`config.mk`:
```
export PLATFORM = sky130hd
export DESIGN_NAME = rbst_div_cell
export DESIGN_NICKNAME = d
export VERILOG_FILES = /design/src/hdl/rbst_pkg.sv /design/src/hdl/rbst_div_cell.sv
export SDC_FILE = /design/constraint.sdc
export NUM_CORES = 1
export LEC_CHECK = 0
export BUFFER_PORTS_ARGS = -buffer_cell sky130_fd_sc_hd__buf_2
export CORE_ASPECT_RATIO = 1.25
export CORE_MARGIN = 1
export CORE_UTILIZATION = 50
export DETAILED_ROUTE_END_ITERATION = 6
export PLACE_DENSITY = 0.91
export REMOVE_ABC_BUFFERS = 1
export SLEW_MARGIN = 20
export SYNTH_ARGS = -nofsm -noshare
export SYNTH_HDL_FRONTEND = slang
export SYNTH_SLANG_ARGS = --single-unit
```
`constraint.sdc`:
```
create_clock -name clk -period 8.2 [get_ports clk]
set_input_delay 1.23 -clock clk [delete_from_list [all_inputs] [get_ports clk]]
set_output_delay 1.23 -clock clk [all_outputs]
set_load 0.005 [all_outputs]
```
`src/hdl/rbst_pkg.sv`:
```
// ----------------------------------------------------------------------------
// rbst_pkg
// Shared types, constants and helpers for the ray/box slab test.
// ----------------------------------------------------------------------------
`default_nettype none

package rbst_pkg;

  localparam int WORD_W = 32;
  localparam int NUM_AXES = 3;
  localparam int NUM_LANES = 6;

  localparam logic [WORD_W-1:0] T_MAX = 32'h7FFF_FFFF;
  localparam logic [WORD_W-1:0] T_MIN = 32'h8000_0000;

  // per-lane divider sideband
  typedef struct packed {
    logic neg;  // quotient sign
    logic ovf;  // a quotient bit fell off the top
  } lane_ctl_t;

  // saturate an unsigned quotient magnitude and apply its sign
  function automatic logic [WORD_W-1:0] sat_q(input logic [WORD_W-1:0] q,
                                               input logic big,
                                               input logic neg);
    logic [WORD_W-1:0] r;
    if (neg) begin
      r = big ? T_MIN : (~q + 1'b1);
    end else begin
      r = big ? T_MAX : q;
    end
    return r;
  endfunction

endpackage

`default_nettype wire

```
`src/hdl/rbst_div_cell.sv`:
```
// ----------------------------------------------------------------------------
// rbst_div_cell
// One restoring-division step: one quotient bit per cell, registered.
// ----------------------------------------------------------------------------
`default_nettype none

module rbst_div_cell
  import rbst_pkg::*;
#(
  parameter int NUM_W = 49
) (
  input  wire logic              clk,
  input  wire logic              en,
  input  wire logic [WORD_W-1:0] den_i,
  input  wire logic [WORD_W-1:0] rem_i,
  input  wire logic [NUM_W-1:0]  num_i,
  input  wire logic [WORD_W-1:0] quo_i,
  input  wire lane_ctl_t         ctl_i,
  output logic      [WORD_W-1:0] den_o,
  output logic      [WORD_W-1:0] rem_o,
  output logic      [NUM_W-1:0]  num_o,
  output logic      [WORD_W-1:0] quo_o,
  output lane_ctl_t              ctl_o
);

  logic [WORD_W:0]   sh;
  logic [WORD_W:0]   diff;
  logic              ge;
  logic [WORD_W-1:0] rem_nxt;
  lane_ctl_t         ctl_nxt;

  always_comb begin
    sh      = {rem_i, num_i[NUM_W-1]};
    diff    = sh - {1'b0, den_i};
    ge      = (sh >= {1'b0, den_i});
    rem_nxt = ge ? diff[WORD_W-1:0] : sh[WORD_W-1:0];
    ctl_nxt.neg = ctl_i.neg;
    ctl_nxt.ovf = ctl_i.ovf | quo_i[WORD_W-1];
  end

  always_ff @(posedge clk) begin
    if (en) begin
      den_o <= den_i;
      rem_o <= rem_nxt;
      num_o <= {num_i[NUM_W-2:0], 1'b0};
      quo_o <= {quo_i[WORD_W-2:0], ge};
      ctl_o <= ctl_nxt;
    end
  end

endmodule

`default_nettype wire

```
# Word-level counts from Yosys, hierarchy flattened
# Index checks and enable logic that the tools add are counted.
word_totals:
  output_inout_bits: 147
  elab_cells: 10
  ff_bits: 146
classes:
  add_sub_neg: 1
  magnitude_cmp: 1
  mux: 1
  bitwise: 1
op_table:
  columns: ["cell", "n"]
  rows:
  - ["$ge 33x32->1", 1]
  - ["$mux 32", 1]
  - ["$sub 32x32->32", 1]
  - ["$or 1x1->1", 1]

# Longest topological paths before layout
logic_depth:
  depth_word: 2
  mapped_depth: 13
  mapped_depth_nobuf: 12

# Least setup slack after synthesis
# No wires, ideal clock.
synth_path:
  path_kind: "in2reg"
  startpoint: "input port den_i[7]"
  endpoint: "register rem_o[13], data pin"
  arrival_ps: 3744
  cell_stages: 12
  n_path_buf: 2
  setup_ps: 262
  path_slack_ps: 4194
  required_time_ps: 7938
  cell_sequence: "inv_1 -> ha_1 -> buf_2 -> nand4_1 -> or4_1 -> a21oi_1 -> nor3_1 -> a211oi_2 -> o21ai_2 -> o31ai_4 -> buf_4 -> mux2_1"
synth_via:
  elab_chain_cells: 2
  elab_cells_between_ends: 3
  cone_classes: "1 x add/sub; 1 x order compare; 1 x mux"
synth_lines:
  columns: ["element", "line", "text"]
  rows:
  - ["from (decl)", "rbst_div_cell.sv:14", "input wire logic [WORD_W-1:0] den_i,"]
  - ["$sub 32x32->32 or $ge 33x32->1 (tied branches)", "rbst_div_cell.sv:34, rbst_div_cell.sv:35", null]
  - ["$mux 32 (*)", "rbst_div_cell.sv:36", "rem_nxt = ge ? diff[WORD_W-1:0] : sh[WORD_W-1:0];"]
  - ["named net rem_nxt[13]", "rbst_div_cell.sv:29", "logic [WORD_W-1:0] rem_nxt;"]
  - ["to (signal assigned)", "rbst_div_cell.sv:44", "rem_o <= rem_nxt;"]
  - ["to (decl)", "rbst_div_cell.sv:20", "output logic [WORD_W-1:0] rem_o,"]
# The timed path passes the listed nets; every way through them passes the cells marked *.
# A chain may end at the register's enable or synchronous reset.

# Worst setup path in the final report
layout_path:
  startpoint: "input port den_i[17]"
  endpoint: "register rem_o[7], data pin"
layout_via:
  elab_chain_cells: 2
layout_lines:
  columns: ["element", "line", "text"]
  rows:
  - ["$ge 33x32->1", "rbst_div_cell.sv:35", "ge = (sh >= {1'b0, den_i});"]
  - ["$mux 32", "rbst_div_cell.sv:36", null]
  - ["named net rem_nxt[7]", "rbst_div_cell.sv:29", null]
# The timed path passes the listed nets, and every way through them passes these cells.

==> results by group <==
Global route
  – Grt total ovfl: 0
  – Vias in the first global route: 4,957
  – GRT Total Usage: 24.8%
  – Initial antenna violation count: 0
  – Largest net degree at the start of global routing: 86
  – Global-route wire length before repair: 25.5 mm

Clocking
  – CTS tree: built
  – Setup bufs post-CTS: 0
  – Reg clk slew, reported paths: 0.06 ns
  – CTS sink cnt: 146
  – CTS HTree Levels: 4
  – Clock Path Buffers: 2
  – Root Buffer: clkbuf_16
  – Cts hold-fix bufs: 0
  – Post-CTS Resized: 0
  – CTS Buf Count: 17

Setup path
  – CP Buf/Inv Count: 3
  – Critical path's largest stage delay: 0.86 ns
  – WP data arrival: 4.88 ns
  – Cell breakdown of the critical path: buf_2, inv_1, ha_1, nand4_1, or4_1, a21oi_1, nor3_1, a211oi_2, o21ai_2, o31ai_4, buf_4, mux2_2
  – CP delay by family, top: compound AO/OA/AOI/OAI gates
  – Setup Crit Path Kind: in2reg
  – Startpoint Class: primary input
  – CP Max Fanout: 31
  – Critical path's slowest cell: o31ai_4
  – Req. time, crit path: 8.37 ns
  – Worst setup EP type: flop

Yosys
  – Synth Instances: 494
  – Synth warnings: 0
  – Main synth FF type: edfxtp_1
  – Cell area after synthesis: 6610 um^2
  – Fraction of registers with async set/reset: 0%
  – Mean area per synthesized cell: 13.4 um^2
  – EDFF count, synth: 146
  – Seq/Total Area, Yosys: 66.3%
  – #FFs+latches synth: between 100 and 150
  – Yosys cell types: approximately 50

Layout
  – Final nets: 972
  – Fin area: ~8800 um^2
  – Fillers: between 900 and 1,000
  – Layout cells sized above 1: 42.1%
  – Area growth syn-to-layout: 32.6%

Timing
  – Final setup vio count: 0
  – Min Hold Slack: 0.988 ns
  – Period utilisation layout: between 50% and 60%
  – Min cycle time layout: 4.71 ns
  – RSZ-0062 raised after global routing: no
  – Worst-Margin Slew: between 1 and 1.5 ns
  – Relative slew slack: 30.8%
  – Fin. Hold Viols: 0
  – Max-slew violations: 0
  – Fin Setup TNS: 0 ns
  – Max Freq: 212 MHz

Route
  – Via count: 5,052
  – Drt first pass iters: 5
  – Routed vias/inst: 5.20
  – Total wire length: 17.3 mm
  – DRC: 0
  – First DRT Iteration DRCs: approximately 330
  – Routed Antenna Nets: 0
  – WL per Instance: ~18 um

Run status
  – Status: finished, final reports clean

Floorplan
  – Core area: ~13,000 um^2
  – Starting density of the core: 51.7%
  – Ports: 296
  – # rows: 46
  – X dimension of the die: between 100 and 150 um
  – Chip Height: 131 um
  – Die ar.: ~14,000 um^2

Hold path
  – Hold Crit Class: in2reg

Run
  – Max Cap Violations: 0

Place
  – Post-DP HPWL: between 10 and 15 mm
  – I/O Buffers: about 290
  – Post-DP Area: roughly 8000 um^2
  – Final Wtd Congestion: 0.836

Power and ir drop
  – PD cells: 225 nW/um^2
  – Max rail drop VDD: 0.119 mV
  – Static Leakage: between 3 and 4 nW
## where the power goes
part,internal [mW],switching (mW),leakage [nW],total [mW]
logic,0.148,0.181,2.21,0.329
clock network,0.394,0.325,0.257,0.720
registers,0.909,0.0172,1.43,0.926
total,1.45,0.524,3.90,1.98
## logic make-up after synthesis
group,after synthesis,synth area share [%]
AOI/OAI and AO/OA,119,11.1
xor gates and xnor gates,27,3.58
adders and majority gates,33,6.36
buffers and inverters,57,3.63
DFF,146,66.3
muxes,11,1.85
other,1,0.0567
and+or+nand+nor,100,7.13
## synth_stat cells (all sizes together), types with 2 or more instances
master,number,area [um^2]
nor3,2,10.0
nand4,8,50.1
buf,12,70.1
nor4,4,25.0
a2bb2oi,2,17.5
o21ai,18,93.8
xor2,12,105
o21bai,3,22.5
a211oi,4,35.0
a21oi,56,280
clkbuf,7,27.5
or2,2,12.5
ha,32,400
inv,38,143
o31ai,2,28.8
a21o,12,90.1
or4,2,15.0
nand2,26,97.6
and4,2,17.5
nand2b,3,18.8
o211ai,4,30.0
o22ai,2,12.5
o21a,6,45.0
nor2,35,131
nand3,8,40.0
a31oi,5,31.3
mux2,10,113
edfxtp,146,4380
nor2b,3,18.8
xnor2,15,131
and2,2,12.5
## routing by layer
| metal | global-route usage [%] | routed length (um) | up-vias |
|---|---|---|---|
| li1 | - | - | 2431 |
| met1 | 26.5 | 6320 | 2355 |
| met2 | 46.4 | 9240 | 228 |
| met3 | 6.45 | 1210 | 38 |
| met4 | 10.7 | 491 | 0 |
| met5 | 0 | 0 | - |
## metrics by stage
step                      utilization, %  total power [mW]  worst slack (ns)  cells
after global placement              64.3              1.26              3.23    939
after detailed placement            64.3              1.27              3.10    939
final                               68.6              1.98              3.49    971
after CTS                           68.6              1.99              3.49    970
after floorplan                        -              1.10              3.55    475
after global routing                68.6              2.05              3.26    970
## layout make-up
type / instances / area, um^2 / share of cell area (%)
antenna: 1 / 2.50 / 0.0285
tap: 168 / 210 / 2.40
multi-input combinational: 291 / 1990 / 22.7
sequential: 146 / 4380 / 50.0
clock buffer: 17 / 425 / 4.85
timing repair buffer: 296 / 1490 / 17.0
clock inverter: 14 / 123 / 1.40
inverter: 38 / 143 / 1.63
## registers in the layout, indices dropped and copies added (netlist names)
register,flops
rem_o,32
num_o,48
quo_o,32
ctl_o,2
den_o,32
## cells in the final DEF (no fill, tap or decap), drive strengths merged, types with 5 or more instances in the layout
| cell | Yosys | final |
|---|---|---|
| edfxtp | 146 | 146 |
| nor2 | 35 | 35 |
| ha | 32 | 32 |
| inv | 38 | 44 |
| a31oi | 5 | 5 |
| nand3 | 8 | 8 |
| o21a | 6 | 6 |
| clkbuf | 7 | 17 |
| xor2 | 12 | 12 |
| o21ai | 18 | 18 |
| xnor2 | 15 | 15 |
| nand4 | 8 | 8 |
| buf | 12 | 296 |
| a21oi | 56 | 56 |
| mux2 | 10 | 10 |
| nand2 | 26 | 26 |
| a21o | 12 | 12 |
## final timing paths
check	to	startpoint	cells after the start
max	rem_o[7]$_DFFE_PP_	den_i[17]	12
min	quo_o[28]$_DFFE_PP_	quo_i[27]	1
Note: power is estimated with default switching activity, not from simulation.
